File: config.mk
export PLATFORM = sky130hd
export DESIGN_NAME = bcle_mul
export DESIGN_NICKNAME = d
export VERILOG_FILES = /design/src/sv/bcle_pkg.sv /design/src/sv/bcle_mul.sv
export SDC_FILE = /design/constraint.sdc
export NUM_CORES = 2
export LEC_CHECK = 0
export ABC_AREA = 1
export BUFFER_PORTS_ARGS = -buffer_cell sky130_fd_sc_hd__buf_2
export CAP_MARGIN = 40
export CELL_PAD_IN_SITES_DETAIL_PLACEMENT = 1
export CELL_PAD_IN_SITES_GLOBAL_PLACEMENT = 2
export CORE_UTILIZATION = 40
export CTS_BUF_LIST = sky130_fd_sc_hd__clkbuf_4
export CTS_CLUSTER_SIZE = 12
export DETAILED_ROUTE_END_ITERATION = 12
export PLACE_DENSITY_LB_ADDON = 0.1
export RECOVER_POWER = 50
export SLEW_MARGIN = 20
export SYNTH_ARGS = -nofsm -noshare
export SYNTH_HDL_FRONTEND = slang
export SYNTH_SLANG_ARGS = --single-unit
File: constraint.sdc
create_clock -name clock -period 7.6 [get_ports clock]
set_input_delay 0.38 -clock clock [delete_from_list [all_inputs] [get_ports clock]]
set_output_delay 0.38 -clock clock [all_outputs]
set_load 0.005 [all_outputs]
File: src/sv/bcle_pkg.sv
// Shared constants, types and register codes of the battery charge level estimator.
`timescale 1ns / 1ps
`default_nettype none
package bcle_pkg;

   localparam int ADC_BITS_DEF = 12;

   localparam int CSR_IDX_W  = 3;
   localparam int CSR_DATA_W = 24;

   localparam logic [20:0] SUPPLY_NUM = 21'd1125300;
   localparam logic [15:0] SAT_MV     = 16'hFFFF;
   localparam logic [6:0]  PCT_MAX    = 7'd100;
   localparam logic [16:0] ALPHA_ONE  = 17'd65536;

   localparam logic        RST_SOURCE_MODE = 1'b0;
   localparam logic [23:0] RST_SCALE_Q16   = 24'd640000;
   localparam logic [16:0] RST_ALPHA_Q16   = 17'd32768;
   localparam logic [15:0] RST_MIN_MV      = 16'd3000;
   localparam logic [15:0] RST_MAX_MV      = 16'd4200;
   localparam logic [7:0]  RST_SAMPLE_CNT  = 8'd0;

   // Shared multiplier operand and product widths.
   localparam int MUL_A_W = 34;
   localparam int MUL_B_W = 25;
   localparam int MUL_P_W = MUL_A_W + MUL_B_W;

   // Shared divider widths.
   localparam int DIV_N_W   = 40;
   localparam int DIV_D_W   = 32;
   localparam int DIV_CNT_W = $clog2(DIV_N_W + 1);

   typedef enum logic [CSR_IDX_W-1:0] {
      REG_SOURCE_MODE  = 3'd0,
      REG_SCALE_Q16    = 3'd1,
      REG_ALPHA_Q16    = 3'd2,
      REG_MIN_MV       = 3'd3,
      REG_MAX_MV       = 3'd4,
      REG_SAMPLE_COUNT = 3'd5
   } reg_idx_type;

   typedef struct packed {
      logic                      valid;
      logic signed [MUL_A_W-1:0] a;
      logic signed [MUL_B_W-1:0] b;
   } mul_req_type;

   typedef struct packed {
      logic                      valid;
      logic signed [MUL_P_W-1:0] product;
   } mul_rsp_type;

   typedef struct packed {
      logic               start;
      logic [DIV_N_W-1:0] dividend;
      logic [DIV_D_W-1:0] divisor;
   } div_req_type;

   typedef struct packed {
      logic               done;
      logic [DIV_N_W-1:0] quotient;
   } div_rsp_type;

endpackage
`default_nettype wire

File: src/sv/bcle_mul.sv
// Shared two-stage signed multiplier: registered operands, registered product.
`timescale 1ns / 1ps
`default_nettype none
module bcle_mul (
   input  logic                  clock,
   input  logic                  reset,
   input  bcle_pkg::mul_req_type req_in,
   output bcle_pkg::mul_rsp_type rsp_out
);
   import bcle_pkg::*;

   logic signed [MUL_A_W-1:0] a_ff;
   logic signed [MUL_B_W-1:0] b_ff;
   logic signed [MUL_P_W-1:0] prod_ff;
   logic                      stage1_ff;
   logic                      stage2_ff;

   always_ff @(posedge clock) begin
      if (reset) begin
         stage1_ff <= 1'b0;
         stage2_ff <= 1'b0;
      end else begin
         stage1_ff <= req_in.valid;
         stage2_ff <= stage1_ff;
      end
      if (req_in.valid) begin
         a_ff <= req_in.a;
         b_ff <= req_in.b;
      end
      prod_ff <= MUL_P_W'(a_ff * b_ff);
   end

   assign rsp_out.valid   = stage2_ff;
   assign rsp_out.product = prod_ff;

endmodule
`default_nettype wire

# Yosys cells after proc, flatten, opt, wreduce, memory -nomap -nowiden
# Cells that the tools add are included.
[word_totals] regBits=120 in_bits=62 output_inout_bits=60
[op_classes] n_mul=1
[op_table] operator="$mul A34 B25 Y59" count=1

# Longest topological paths before layout
[depth] depth_word=1 ltp_mapped=30 mapped_depth_nobuf=28

# Worst setup path before layout
# No wires, ideal clock.
[synth_path] path_kind="register to register" startpoint="register a_ff[33]" endpoint="register prod_ff[56]" setup_time_ns=0.113 arrival_ns=6.136 path_slack_ns=1.351 path_stages_with_launch=28 synth_period_minus_slack_ns=6.249 cell_sequence="edfxtp_1 clkbuf_1 clkbuf_1 nand2_1 inv_1 fa_1 inv_1 fa_1 inv_1 fa_1 inv_1 fa_1 inv_1 fa_1 inv_1 fa_1 inv_1 fa_1 ha_1 nand2_1 inv_1 nand2_1 nor2_1 nand2_1 nor3_1 nand2_1 nand4_1 nand2_1"
[synth_between] elab_chain_cells=1
[synth_rtl] element="start: declaration" line="bcle_mul.sv:12" text="logic signed [MUL_A_W-1:0] a_ff;"
[synth_rtl] element="start signal: assignment" line="bcle_mul.sv:27" text="a_ff <= req_in.a;"
[synth_rtl] element="$mul A34 B25 Y59" line="bcle_mul.sv:30" text="prod_ff <= MUL_P_W'(a_ff * b_ff);"
[synth_rtl] element="end signal: assignment" line="bcle_mul.sv:30"
[synth_rtl] element="end: declaration" line="bcle_mul.sv:14" text="logic signed [MUL_P_W-1:0] prod_ff;"
# Every way passes these cells.
# A chain may end at the register's enable or synchronous reset.

# Worst setup path in the final report
[layout_path] startpoint="register a_ff[22]" endpoint="register prod_ff[26]"
# The elaborated chain is that of the path after synthesis.

==> Flow_metrics.wiki <==
{| class="wikitable"
! Metric !! Value
|-
| Netlist Area Pre-Place || around 36000 um2
|-
| Area enclosed by the die boundary || roughly 90000 um2
|-
| Vias in the first global route || ~30000
|-
| Buffer levels on the longest clock path || 2
|-
| Residual antenna-violating net count after detailed routing || 0
|-
| FF+latch area || between 2000 and 3000 um2
|-
| Ports placed on the boundary || between 100 and 150
|-
| Rel. slew slack || -98.9%
|-
| Worst-margin pin slew || 2.98 ns
|-
| Synthesized netlist net count || around 5600
|-
| Compound-cell area share of the yosys netlist || 1.09%
|-
| Vias per cell || around 4.7
|-
| Width of the die || about 300 um
|-
| Largest stage delay on the critical path || 0.83 ns
|-
| CTS Buf Count || 17
|-
| Max Cap Violations || 2
|-
| Floorplan row count || 108
|-
| Post-Syn Area per Cell || 7.90 um2
|-
| Unique cell type count in the Yosys netlist || 30
|-
| CTS-repair resized insts || 0
|-
| Total DRC errors in the routed layout || 0
|-
| Number of pins exceeding their max-slew limit in the final report || 63
|-
| Clock root buffer || sky130_fd_sc_hd__clkbuf_4
|-
| Largest family of logic cells by synthesized area || adder cells
|-
| FFs w/ async S/R, synth || 0%
|-
| Weighted congestion at the end of routability-driven global placement || 0.887
|-
| Die Y-Extent || between 300 and 400 um
|-
| Worst Setup Slack post-DPL || around 0.57 ns
|-
| Share of cells above drive strength 1 || 7.00%
|-
| Crit-path cells || buf_4 > nand2_1 > inv_1 > fa_1 > fa_1 > inv_1 > fa_1 > fa_1 > inv_1 > fa_1 > fa_1 > inv_1 > fa_1 > inv_1 > ha_1 > nand2_1 > inv_1 > nand2_1 > nand2_1 > a21oi_1 > nand3_2 > xor2_1
|-
| HPWL after DPL || between 100000 and 150000 um
|-
| Leading cell type by number of instances after synthesis || sky130_fd_sc_hd__inv_1
|-
| Required time of the critical path || a little over 8 ns
|-
| Filler cell count in the final layout || 10700
|-
| Sort of element at the start of the critical path || flop
|-
| First-pass GRT wire length || 187000 um
|-
| Count of flip-flops with a built-in enable after synthesis || 59
|-
| Kind of critical path || flop to flop
|-
| Smallest setup slack after layout || just under 0.6 ns
|-
| Post-synthesis sequential element count || 120
|-
| Clock network latency to the later pin of the worst-skew pair || 0.82 ns
|-
| Area added between synthesis and finish || 9.50%
|-
| Detail-routed net length per standard cell || 20.4 um
|-
| Failing checks || capacitance limit, slew limit
|-
| Post-synthesis cell count || 4499
|-
| Setup repair after global routing missed its margin || no
|-
| Cell types with the largest area share after synthesis || sky130_fd_sc_hd__fa_1, sky130_fd_sc_hd__inv_1, sky130_fd_sc_hd__nand2_1, sky130_fd_sc_hd__ha_1, sky130_fd_sc_hd__edfxtp_1
|-
| Worst Path Max Fanout || 12
|-
| Period Utilization, post-route || roughly 90%
|-
| Number of antenna violations at the first check in global routing || 3
|-
| Clock sink count || 120
|-
| Min Clock Period, post-route || 7.02 ns
|-
| Final clock skew || 0.0441 ns
|-
| Initial drt markers || roughly 1400
|-
| Sequential element share of the synthesized area || 8.42%
|-
| Area occupied by multi-input gates || 26300 um2
|-
| Post-Synth Adder-Cell Area || 54.3%
|-
| Cell seen most often among critical-path stages || sky130_fd_sc_hd__fa_1
|-
| Final core utilization || 44.5%
|-
| Main synth FF type || sky130_fd_sc_hd__dfxtp_1
|-
| Most frequent cells after synthesis || sky130_fd_sc_hd__inv_1, sky130_fd_sc_hd__nand2_1, sky130_fd_sc_hd__fa_1
|-
| Final-stage net count || ~5700
|-
| Top cell type by total area after synthesis || sky130_fd_sc_hd__fa_1
|-
| Total wirelength of the detailed-routed design || 118000 um
|-
| WP data arrival || 7.68 ns
|-
| Crit path capture type || flop
|-
| TritonRoute pass-1 iters || 5
|-
| Slowest stage cell on the critical path || sky130_fd_sc_hd__edfxtp_1
|-
| Post-cts hold buffer count || 61
|-
| Xor/xnor cell area share of the yosys netlist || less than 1%
|-
| Achievable clock frequency || 0.142 GHz
|-
| Count of buffers inserted at the top-level ports || 121
|-
| Count of yosys warnings during synthesis || 0
|-
| Simple-gate share of the synthesized area || approximately 18%
|-
| Vias || 27300
|-
| Result of the run || finished, violations left
|-
| Total grt overflow || 0
|-
| Core Region || 87400 um2
|-
| Clock tree from TritonCTS || yes
|-
| Share of synthesized area spent on multiplexers || 0%
|-
| Post-Route Setup TNS || 0 ns
|-
| Number of hold-slack violations in the final timing report || 0
|-
| Clock transition at the registers of the reported paths || roughly 0.19 ns
|-
| H-tree lvl count || 4
|-
| Min-Delay Path Class || input pin to flop
|-
| Post CTS Setup Buffer Count || 0
|-
| Fraction of synthesized cell area taken by the top area cell type || 48.7%
|-
| All-Layer GR Usage || 28.0%
|-
| Maximum number of pins on one net before global-route repair || 37
|-
| Starting density of the core || 40.7%
|-
| Count of endpoints failing setup in the final report || 0
|}
final timing paths:
| kind | startpoint | to | slack (ns) | depth (start not counted) |
|---|---|---|---|---|
| worst min-delay path | req_in[34] | a_ff[9] | 0.27 | 2 |
| worst max-delay path | a_ff[22] | prod_ff[26] | 0.58 | 22 |
| worst min register to register | stage1_ff | stage2_ff | 0.42 | 2 |
| worst max register to register | a_ff[22] | prod_ff[26] | 0.58 | 22 |
area by class of cell:
type | instances | share of cell area, %
sequential | 120 | 7.69
inverter | 1470 | 14.2
clock inverter | 15 | 0.463
multi-input combinational | 2707 | 67.5
tap | 1155 | 3.71
antenna | 6 | 0.0386
clock buffer | 17 | 0.328
timing repair buffer | 299 | 6.09
metrics by stage:
step	cells	hold WS [ns]	area, um2
after detailed placement	5689	0.409	38000
after CTS	5782	0.180	38900
final	5789	0.267	38900
after global placement	5688	0.400	38000
after global routing	5789	0.221	38900
after floorplan	4499	0.388	35600
worst max-delay path: cells and delay by family, from the launching register on:
family                     cells  cell delay, ns
AOI/OAI and AO/OA              1            0.36
xor gates and xnor gates       1            0.35
adders and majority gates      8            3.97
buffers and inverters          7            0.75
DFF                            1            0.83
and+or+nand+nor                5            0.59
registers in the layout, indices dropped and copies added, names as in the netlist:
signal     flops
prod_ff       59
a_ff          34
b_ff          25
stage1_ff      1
stage2_ff      1
logic make-up (layout without fill, tap and decap cells):
kind of cell	after synthesis	count (layout)
AOI/OAI and AO/OA	71	71
other	0	6
and+or+nand+nor	1581	1581
DFF	120	120
adders and majority gates	1024	1024
buffers and inverters	1672	1801
xor gates and xnor gates	31	31
placed cells by master (no fill, tap or decap), drive strengths merged, types with 13 or more instances in the layout:
master / instances
a21oi: 45
o21ai: 13
inv: 1479
nand3: 66
nor2: 135
xor2: 27
ha: 159
nand2: 1330
nand4: 23
dfxtp: 61
clkbuf: 33
dlygate4sd3: 61
fa: 865
edfxtp: 59
buf: 222
per-layer routing:
layer  track usage [%]  wire, um  vias to the layer above
met3              2.87      4090                       81
met5                 0         0                        -
met1              39.5     55000                    14300
li1                  -         -                    12500
met2              46.8     57400                      459
met4              5.22      1790                        0
Power is left out: the tool's default activity adds up to more than one toggle a clock period on the data nets, which glitch-free logic cannot reach.
