===== src/sv/bcle_pkg.sv =====
// Shared constants, types and register codes of the battery charge level estimator.
`timescale 1ns / 1ps
`default_nettype none
package bcle_pkg;

   localparam int ADC_BITS_DEF = 12;

   localparam int CSR_IDX_W  = 3;
   localparam int CSR_DATA_W = 24;

   localparam logic [20:0] SUPPLY_NUM = 21'd1125300;
   localparam logic [15:0] SAT_MV     = 16'hFFFF;
   localparam logic [6:0]  PCT_MAX    = 7'd100;
   localparam logic [16:0] ALPHA_ONE  = 17'd65536;

   localparam logic        RST_SOURCE_MODE = 1'b0;
   localparam logic [23:0] RST_SCALE_Q16   = 24'd640000;
   localparam logic [16:0] RST_ALPHA_Q16   = 17'd32768;
   localparam logic [15:0] RST_MIN_MV      = 16'd3000;
   localparam logic [15:0] RST_MAX_MV      = 16'd4200;
   localparam logic [7:0]  RST_SAMPLE_CNT  = 8'd0;

   // Shared multiplier operand and product widths.
   localparam int MUL_A_W = 34;
   localparam int MUL_B_W = 25;
   localparam int MUL_P_W = MUL_A_W + MUL_B_W;

   // Shared divider widths.
   localparam int DIV_N_W   = 40;
   localparam int DIV_D_W   = 32;
   localparam int DIV_CNT_W = $clog2(DIV_N_W + 1);

   typedef enum logic [CSR_IDX_W-1:0] {
      REG_SOURCE_MODE  = 3'd0,
      REG_SCALE_Q16    = 3'd1,
      REG_ALPHA_Q16    = 3'd2,
      REG_MIN_MV       = 3'd3,
      REG_MAX_MV       = 3'd4,
      REG_SAMPLE_COUNT = 3'd5
   } reg_idx_type;

   typedef struct packed {
      logic                      valid;
      logic signed [MUL_A_W-1:0] a;
      logic signed [MUL_B_W-1:0] b;
   } mul_req_type;

   typedef struct packed {
      logic                      valid;
      logic signed [MUL_P_W-1:0] product;
   } mul_rsp_type;

   typedef struct packed {
      logic               start;
      logic [DIV_N_W-1:0] dividend;
      logic [DIV_D_W-1:0] divisor;
   } div_req_type;

   typedef struct packed {
      logic               done;
      logic [DIV_N_W-1:0] quotient;
   } div_rsp_type;

endpackage
`default_nettype wire


===== src/sv/bcle_div.sv =====
// Shared restoring divider, one quotient bit per cycle.
`timescale 1ns / 1ps
`default_nettype none
module bcle_div (
   input  logic                  clock,
   input  logic                  reset,
   input  bcle_pkg::div_req_type req_in,
   output bcle_pkg::div_rsp_type rsp_out
);
   import bcle_pkg::*;

   logic [DIV_N_W-1:0]   quo_ff, quo_in;
   logic [DIV_D_W-1:0]   rem_ff, rem_in;
   logic [DIV_D_W-1:0]   dsr_ff, dsr_in;
   logic [DIV_CNT_W-1:0] cnt_ff, cnt_in;
   logic                 busy_ff, busy_in;
   logic                 done_ff, done_in;
   logic [DIV_D_W:0]     shifted;
   logic [DIV_D_W+1:0]   trial;

   // The dividend shifts out of the top of quo_ff while quotient bits enter below.
   assign shifted = {rem_ff, quo_ff[DIV_N_W-1]};
   assign trial   = {1'b0, shifted} - {2'b00, dsr_ff};

   always_comb begin
      quo_in  = quo_ff;
      rem_in  = rem_ff;
      dsr_in  = dsr_ff;
      cnt_in  = cnt_ff;
      busy_in = busy_ff;
      done_in = 1'b0;
      if (req_in.start) begin
         quo_in  = req_in.dividend;
         rem_in  = '0;
         dsr_in  = req_in.divisor;
         cnt_in  = DIV_CNT_W'(DIV_N_W);
         busy_in = 1'b1;
      end else if (busy_ff) begin
         if (!trial[DIV_D_W+1]) begin
            rem_in = trial[DIV_D_W-1:0];
            quo_in = {quo_ff[DIV_N_W-2:0], 1'b1};
         end else begin
            rem_in = shifted[DIV_D_W-1:0];
            quo_in = {quo_ff[DIV_N_W-2:0], 1'b0};
         end
         cnt_in = cnt_ff - 1'b1;
         if (cnt_ff == DIV_CNT_W'(1)) begin
            busy_in = 1'b0;
            done_in = 1'b1;
         end
      end
   end

   always_ff @(posedge clock) begin
      if (reset) begin
         busy_ff <= 1'b0;
         done_ff <= 1'b0;
         cnt_ff  <= '0;
      end else begin
         busy_ff <= busy_in;
         done_ff <= done_in;
         cnt_ff  <= cnt_in;
      end
      quo_ff <= quo_in;
      rem_ff <= rem_in;
      dsr_ff <= dsr_in;
   end

   assign rsp_out.done     = done_ff;
   assign rsp_out.quotient = quo_ff;

endmodule
`default_nettype wire


===== config.mk =====
export PLATFORM = sky130hd
export DESIGN_NAME = bcle_div
export DESIGN_NICKNAME = d
export VERILOG_FILES = /design/src/sv/bcle_pkg.sv /design/src/sv/bcle_div.sv
export SDC_FILE = /design/constraint.sdc
export NUM_CORES = 1
export LEC_CHECK = 0
export ABC_AREA = 1
export BUFFER_PORTS_ARGS = -buffer_cell sky130_fd_sc_hd__buf_4
export CORE_ASPECT_RATIO = 0.75
export CORE_UTILIZATION = 59
export CTS_BUF_LIST = sky130_fd_sc_hd__clkbuf_8
export CTS_CLUSTER_SIZE = 12
export DETAILED_ROUTE_END_ITERATION = 8
export PLACE_DENSITY_LB_ADDON = 0.08
export SKIP_CTS_REPAIR_TIMING = 1
export SLEW_MARGIN = 20
export SYNTH_ARGS = -nofsm -noshare
export SYNTH_HDL_FRONTEND = slang
export SYNTH_SLANG_ARGS = --single-unit

===== constraint.sdc =====
create_clock -name clock -period 2.9 [get_ports clock]
set_clock_uncertainty 0.1 [all_clocks]
set_input_delay 0.145 -clock clock [delete_from_list [all_inputs] [get_ports clock]]
set_output_delay 0.145 -clock clock [all_outputs]
set_load 0.1 [all_outputs]

=== Word level (Yosys, flattened, before mapping) ===
Cells that the tools add are included.

* Register bits after elaboration: 112
* Logic and storage cells: 24
* Bits of input ports: 75
* Output and inout bits: 41

* Bitwise gates (word level): 1
* $add $sub $neg: 2
* Equal/unequal tests: 1
* Reductions and logical operators: 3
* Multiplexer cells: 10

{| class="wikitable"
|+ Operators with widths
! cell !! number
|-
| $mux 40 || 2
|-
| $sub 33x32->34 || 1
|-
| $mux 32 || 1
|-
| $mux 6 || 2
|-
| $eq 6x1->1 const B || 1
|-
| $sub 6x1->6 const B || 1
|-
| $mux 1 || 5
|-
| $reduce_or 3->1 || 1
|-
| $reduce_bool 2->1 || 1
|-
| $reduce_or 2->1 || 1
|-
| $not 1->1 || 1
|}

=== Longest topological paths before layout ===
Gate-level depths: netlist of run 1.

* Depth in word-level cells: 4
* Mapped depth: 17
* Gate-level depth less buffers: 16

=== Worst setup path after synthesis of run 1 ===
Ideal clock, no wire load.

* Path kind: reg-to-reg
* From: register quo_ff[39]
* To: register rem_ff[12]
* Path buffers: 0
* Library setup time: 187 ps
* Period minus slack after synthesis: 2677 ps
* Arrival time: 2390 ps
* Data required time: 2613 ps
* Cell stages (with the launch flop): 15
* Path slack: 223 ps
* Cells stage by stage: edfxtp_1 inv_1 ha_1 inv_1 fa_1 nand2_1 nand3_1 nand3_1 nand2_1 nand2_1 nand2_1 xor2_1 nand2_1 nand3_1 o21ai_1

* Word-level cells in the longest chain between the ends: 2

{| class="wikitable"
|+ Ends and longest elaborated chain
! item !! RTL line !! RTL
|-
| start, declared || bcle_div.sv:12 || <nowiki>logic [DIV_N_W-1:0] quo_ff, quo_in;</nowiki>
|-
| start signal, assigned || bcle_div.sv:64 || <nowiki>quo_ff <= quo_in;</nowiki>
|-
| $sub 33x32->34 || bcle_div.sv:23 || <nowiki>assign trial = {1'b0, shifted} - {2'b00, dsr_ff};</nowiki>
|-
| $mux 32 || bcle_div.sv:39 || <nowiki>if (!trial[DIV_D_W+1]) begin</nowiki>
|-
| end signal, assigned || bcle_div.sv:65 || <nowiki>rem_ff <= rem_in;</nowiki>
|-
| end, declared || bcle_div.sv:13 || <nowiki>logic [DIV_D_W-1:0] rem_ff, rem_in;</nowiki>
|}

Every way passes these cells.
A chain may end at the register's enable or synchronous reset.

=== Final worst setup path of run 1 ===
* From: register dsr_ff[10]
* To: register rem_ff[29]

* Word-level cells in the longest chain between the ends: 2

{| class="wikitable"
|+ Ends and longest elaborated chain
! item !! RTL line !! RTL
|-
| start, declared || bcle_div.sv:14 || <nowiki>logic [DIV_D_W-1:0] dsr_ff, dsr_in;</nowiki>
|-
| start signal, assigned || bcle_div.sv:66 || <nowiki>dsr_ff <= dsr_in;</nowiki>
|-
| $sub 33x32->34 || bcle_div.sv:23 ||
|-
| $mux 32 || bcle_div.sv:39 ||
|}

Every way passes these cells.

==> results of run 1 <==
==> power by group through the flow <==
stage	Clock [mW]	Combinational, mW	Sequential [mW]
6_report	1.07	1.08	1.87
5_1_grt	1.13	1.14	1.88
4_1_cts	1.07	0.976	1.87
3_5_place_dp	0	0.972	1.90
3_3_place_gp	0	0.965	1.90
2_1_floorplan	0	0.286	2.32
==> path summary, 6_finish.rpt <==
kind	cells past startpoint	startpoint	to
setup / recovery	13	dsr_ff[10]	rem_ff[29]
hold / removal	3	req_in[32]	quo_ff[0]
setup reg to reg	13	dsr_ff[10]	rem_ff[29]
hold reg to reg	2	rem_ff[20]	rem_ff[20]
==> Yosys cell counts, drive strengths merged (3+ instances only) <==
cell type  number  share of area (%)
o21ai          16                1.1
nor2           56                3.5
ha             34                5.9
nand2         440                 23
edfxtp         72                 30
xnor2          12                1.4
nand3          88                6.3
nand3b         13                1.3
a21oi          22                1.7
inv           187                9.7
dfxtp          40                 11
a31oi           3               0.26
buf            12                1.3
nor3            8               0.69
clkbuf         13               0.67
nand4           9               0.77
==> kinds of logic (layout without fill, tap and decap cells) <==
| family | count (synthesis) | count (layout) | share of synthesized area (%) |
|---|---|---|---|
| buf+inv | 213 | 403 | 11.7 |
| fa+ha+maj | 35 | 35 | 6.13 |
| simple gates | 621 | 621 | 36.3 |
| flops | 112 | 112 | 40.8 |
| compound gates | 44 | 44 | 3.39 |
| xor+xnor | 14 | 14 | 1.69 |
==> through the flow <==
stage / util [%] / cell area (sq um) / setup slack, ns / power (mW) / instances
floorplan: - / 7270 / 0.223 / 2.61 / 1039
global placement: 70.3 / 8280 / 0.521 / 2.86 / 1303
detailed placement: 70.3 / 8280 / 0.499 / 2.87 / 1303
CTS: 72.2 / 8510 / 0.477 / 3.91 / 1319
global route: 78.3 / 9230 / 0.242 / 4.16 / 1391
finish: 78.3 / 9230 / 0.425 / 4.02 / 1391
==> sequential cells by signal (all words and copies together), names as in the netlist <==
register,cells
busy_ff,1
dsr_ff,32
quo_ff,40
done_ff,1
cnt_ff,6
rem_ff,32
==> layer usage <==
layer  GRT usage [%]  share of wire [%]
met5               0                  0
met1            45.6                 44
met4            7.25                1.6
met3            6.19                8.8
met2            43.5                 45
==> cell type report <==
cell class	count	area, sq um
clock buffers	9	124
clock inverters	7	103
fillers	896	2550
inverters	188	706
multi-input cells	714	3460
flip-flops and latches	112	2960
well taps	162	203
repair buffers	199	1670
==> worst register-to-register path, delay by kind of cell, from the launching register on <==
kind | cells | cell delay [ns]
AND/OR/NAND/NOR | 10 | 1.47
flip-flops | 1 | 0.35
adder cells (fa/ha/maj) | 1 | 0.34
buffers and inverters | 2 | 0.11
==> flow_summary.json, run 1 <==
{
  "hold_path_class": "primary input to flop",
  "port_buffers": 115,
  "timing_worst_slew_pin_value_ns": 0.652,
  "cell_int_power_mw": 2.57,
  "route.detailed.wl_per_inst_um": 15.0,
  "h_tree_lvl_count": 3,
  "ys.warnings.count": 0,
  "worst_path_most_repeated_cell": "nand2_1",
  "global_route_wire_length_before_repair_mm": 29.8,
  "setup_viol": 0,
  "hold_ws_ns": 0.0177,
  "crit_path_start_kind": "flop",
  "p_clk_share_pct": 26.6,
  "switching_share_pct": 36.0,
  "floorplan.initialDensity_pct": 61.7,
  "cap_violations": 0,
  "hpwl_mm": 13.9,
  "clock_pin_slew_worst_setup_and_hold_paths_ns": 0.13,
  "timing.critical_path.arrival_ns": 2.67,
  "fin_tns_setup_ns": 0,
  "critical_path_required_ns": 3.10,
  "root_buffer": "clkbuf_8",
  "report.final.hold_viol_count": 0,
  "postSynthCellCount": 1039,
  "finalNetCount": 1334,
  "sinks_on_the_clock_net": 112,
  "fraction_of_layout_instances_using_a_drive_strength_above_1_pct": 14.2,
  "avgSynthCellArea_sq_um": 7.00,
  "synth.ff_latch_count": 112,
  "area_growth_pct": 27.0,
  "largest_vdd_supply_drop_mv": 0.290,
  "pwr_density_cell_mw_per_mm2": 435,
  "die_height_um": 98.1,
  "dr.pass1.iters": 5,
  "status": "finished, final reports clean",
  "synth.cell_area_sq_mm": 0.00727,
  "final_common_cell": "nand2_1",
  "fmax_mhz": 404,
  "p_leak_nw": 4.93,
  "worst-path-max-fanout": 31,
  "largest_net_degree_at_the_start_of_global_routing": 54,
  "antenna_found_initial": 0,
  "grt_usage_pct": 30.1,
  "critPathCaptureType": "flop",
  "drcViolationCount": 0,
  "async_s_r_ff_share_synth_pct": 0,
  "antenna_cells": 0,
  "crit_family": "simple AND/OR/NAND/NOR gates",
  "power.share.sequential_pct": 46.6,
  "portion_of_total_power_attributed_to_combinational_logic_pct": 26.9,
  "relSlewSlack_pct": 56.5,
  "design.die.area_sq_mm": 0.0128,
  "gp_weighted_congestion": 0.957,
  "cts_tree": "yes",
  "mostFrequentLayoutCells": "432 x nand2_1, 180 x inv_1, 127 x buf_4",
  "clk_latency_ns": 0.40,
  "critical_path_class": "flop to flop",
  "cts_buffers": 9,
  "final-max-slew-violation-count": 0,
  "io_pins": 116,
  "critPathBufInv": 2,
  "critical_path.slowest_cell": "edfxtp_1",
  "fp-row-count": 34,
  "cp_slowest_stage_delay_ns": 0.35,
  "synth_cell_types": 40,
  "placeableCoreArea_sq_mm": 0.0118,
  "synth_top_flop_cell": "edfxtp_1",
  "r2r_slack_ns": 0.43,
  "max-clock-path-buffers": 2,
  "via_count_of_the_first_global_routing_pass": 6058,
  "synth_nets": 1149,
  "routed_antenna_nets": 0,
  "finalCritPeriodShare_pct": 85.3,
  "finalWirelength_mm": 20.9,
  "rsz0062_at_grt": "no",
  "die_x_um": 130,
  "grt_overflow_total": 0,
  "num_vias": 7247,
  "detail_route.vias_per_cell": 5.21,
  "synth-seq-area-share_pct": 40.8,
  "synth-edff-count": 72,
  "drt_iter0_drc": 710,
  "path_cells": "inv_1 -> ha_1 -> nand2_1 -> nor2_2 -> nand2_1 -> inv_1 -> nand2_2 -> nand2_2 -> nand2_4 -> nand2_4 -> nand3_1 -> nand2_1 -> nand2_1",
  "power.switching_mw": 1.45,
  "final_period_minus_worst_setup_slack_ns": 2.47
}
No activity file was read; power rests on OpenSTA's default activity.
==> run 2: changes to the inputs <==
--- a/config.mk
+++ b/config.mk
@@ -13,6 +13,7 @@
 export CTS_CLUSTER_SIZE = 12
 export DETAILED_ROUTE_END_ITERATION = 8
 export PLACE_DENSITY_LB_ADDON = 0.08
+export REMOVE_ABC_BUFFERS = 1
 export SKIP_CTS_REPAIR_TIMING = 1
 export SLEW_MARGIN = 20
 export SYNTH_ARGS = -nofsm -noshare
==> flow_summary.json, run 2 (synthesis gave the netlist of run 1 again) <==
{
  "status": "finished, final reports clean",
  "fp-row-count": 34,
  "drt_iter0_drc": 596,
  "sinks_on_the_clock_net": 112,
  "hold_path_class": "primary input to flop",
  "finalWirelength_mm": 20.6,
  "largest_net_degree_at_the_start_of_global_routing": 53,
  "relSlewSlack_pct": 55.2,
  "report.final.hold_viol_count": 0,
  "totalPowerFinal_mw": 3.98,
  "registers.top_by_ff_count": "quo_ff",
  "io_pins": 116,
  "r2r_slack_ns": 0.42,
  "largest_vdd_supply_drop_mv": 0.361,
  "fraction_of_layout_instances_using_a_drive_strength_above_1_pct": 14.2,
  "cts_tree": "yes",
  "r2r_start": "dsr_ff[3]",
  "drcViolationCount": 0,
  "final_common_cell": "nand2_1",
  "num_vias": 7207,
  "antenna_cells": 0,
  "pwr_density_cell_mw_per_mm2": 432,
  "min_to": "quo_ff[0]",
  "finalNetCount": 1333,
  "mostFrequentLayoutCells": "432 x nand2_1, 180 x inv_1, 126 x buf_4",
  "rsz0062_at_grt": "no",
  "largest_register_ffs": 40,
  "worst-path-max-fanout": 14,
  "port_buffers": 115,
  "crit_path_start_kind": "flop",
  "worst_hold_path.num_cells": 3,
  "fin_tns_setup_ns": 0,
  "dr.pass1.iters": 5,
  "root_buffer": "clkbuf_8",
  "clk_latency_ns": 0.39,
  "grt_use_met2_pct": 45.4,
  "floorplan.initialDensity_pct": 61.7,
  "hpwl_mm": 14.0,
  "h_tree_lvl_count": 3,
  "hold_path_startpoint": "req_in[32]",
  "die_height_um": 98.1,
  "final_period_minus_worst_setup_slack_ns": 2.48,
  "grt_util_met3_pct": 5.42,
  "timing.critical_path.arrival_ns": 2.67,
  "largest_registers": "quo_ff: 40 flops, dsr_ff: 32 flops, rem_ff: 32 flops",
  "critical_path.slowest_cell": "edfxtp_1",
  "placeableCoreArea_sq_mm": 0.0118,
  "clock_pin_slew_worst_setup_and_hold_paths_ns": 0.12,
  "top_usage_layer": "met1",
  "gr-usage-met1_pct": 45.9,
  "area_growth_pct": 26.8,
  "global_route_wire_length_before_repair_mm": 30.0,
  "via_count_of_the_first_global_routing_pass": 6275,
  "setup_viol": 0,
  "critical_path_class": "flop to flop",
  "fmax_mhz": 403,
  "gp_weighted_congestion": 0.989,
  "detail_route.vias_per_cell": 5.18,
  "path_cells": "inv_1 -> ha_1 -> nand2_1 -> inv_1 -> nand2_1 -> nand2_1 -> nand2_1 -> nand3_2 -> nand2_2 -> nand2_2 -> nand2_4 -> buf_4 -> nand3_1 -> nand2_1 -> inv_1 -> nand2_1 -> nand2_1",
  "rr_worst_depth": 17,
  "final-max-slew-violation-count": 0,
  "die_x_um": 130,
  "critPathCaptureType": "flop",
  "p_leak_nw": 4.92,
  "finalCritPeriodShare_pct": 85.5,
  "timing_worst_slew_pin_value_ns": 0.671,
  "cts_buffers": 9,
  "cap_violations": 0,
  "grt_usage_pct": 30.3,
  "antenna_found_initial": 0,
  "max-clock-path-buffers": 2,
  "rr_endpoint": "rem_ff[28]",
  "design.die.area_sq_mm": 0.0128,
  "worst_path_most_repeated_cell": "nand2_1",
  "cp_slowest_stage_delay_ns": 0.39,
  "routed_antenna_nets": 0,
  "critical_path_required_ns": 3.10,
  "route.detailed.wl_per_inst_um": 14.8,
  "grt_overflow_total": 0
}
[run 2: changes by cell type in the layout (fill, tap and decap cells not counted), sizes merged]
cell,change
buf,-1
inv,-2
clkbuf,+1
clkinv,+1
[run 2: final cells by class]
cell class / count / area [sq um]
clock buffer: 10 / 138
clock inverter: 6 / 83.8
fill: 865 / 2560
inverter: 188 / 706
multi-input combinational: 714 / 3460
sequential: 112 / 2960
tap: 162 / 203
timing repair buffer: 198 / 1670
[run 2: routing by layer]
metal	part of all wire [%]	vias up
li1	-	3586
met5	0	-
met1	47	3287
met2	44	309
met4	1.3	0
met3	8.2	25
[run 2: worst max path at each step]
stage,startpoint,end,cells past startpoint
floorplan,quo_ff[39],rem_ff[12],14
global placement,dsr_ff[3],rem_ff[28],17
detailed placement,dsr_ff[3],rem_ff[28],17
CTS,dsr_ff[3],rem_ff[28],17
global route,dsr_ff[4],rem_ff[28],17
finish,dsr_ff[3],rem_ff[28],17
[run 2: critical path: cells and delay by family (launching register included)]
kind / cells / cell delay [ns]
adders and majority gates: 1 / 0.27
buffers and inverters: 4 / 0.48
DFF: 1 / 0.39
and+or+nand+nor: 12 / 1.16
[run 2: metrics by stage]
| stage | area, sq um | util, % | hold slack, ns | setup slack (ns) | std cells |
|---|---|---|---|---|---|
| 5_1_grt | 9220 | 78.2 | 0.0341 | 0.248 | 1390 |
| 3_3_place_gp | 8280 | 70.2 | 0.223 | 0.489 | 1302 |
| 6_report | 9220 | 78.2 | 0.0200 | 0.421 | 1390 |
| 2_1_floorplan | 7130 | - | 0.114 | 0.218 | 1014 |
| 4_1_cts | 8500 | 72.1 | -0.196 | 0.469 | 1318 |
| 3_5_place_dp | 8280 | 70.2 | 0.224 | 0.503 | 1302 |
[run 2: where the power goes]
part           switching, mW  internal [mW]  leakage [nW]  total (mW)
Combinational          0.754          0.313          3.76        1.07
Sequential            0.0531           1.82          1.05        1.87
Clock                  0.599          0.445         0.112        1.04
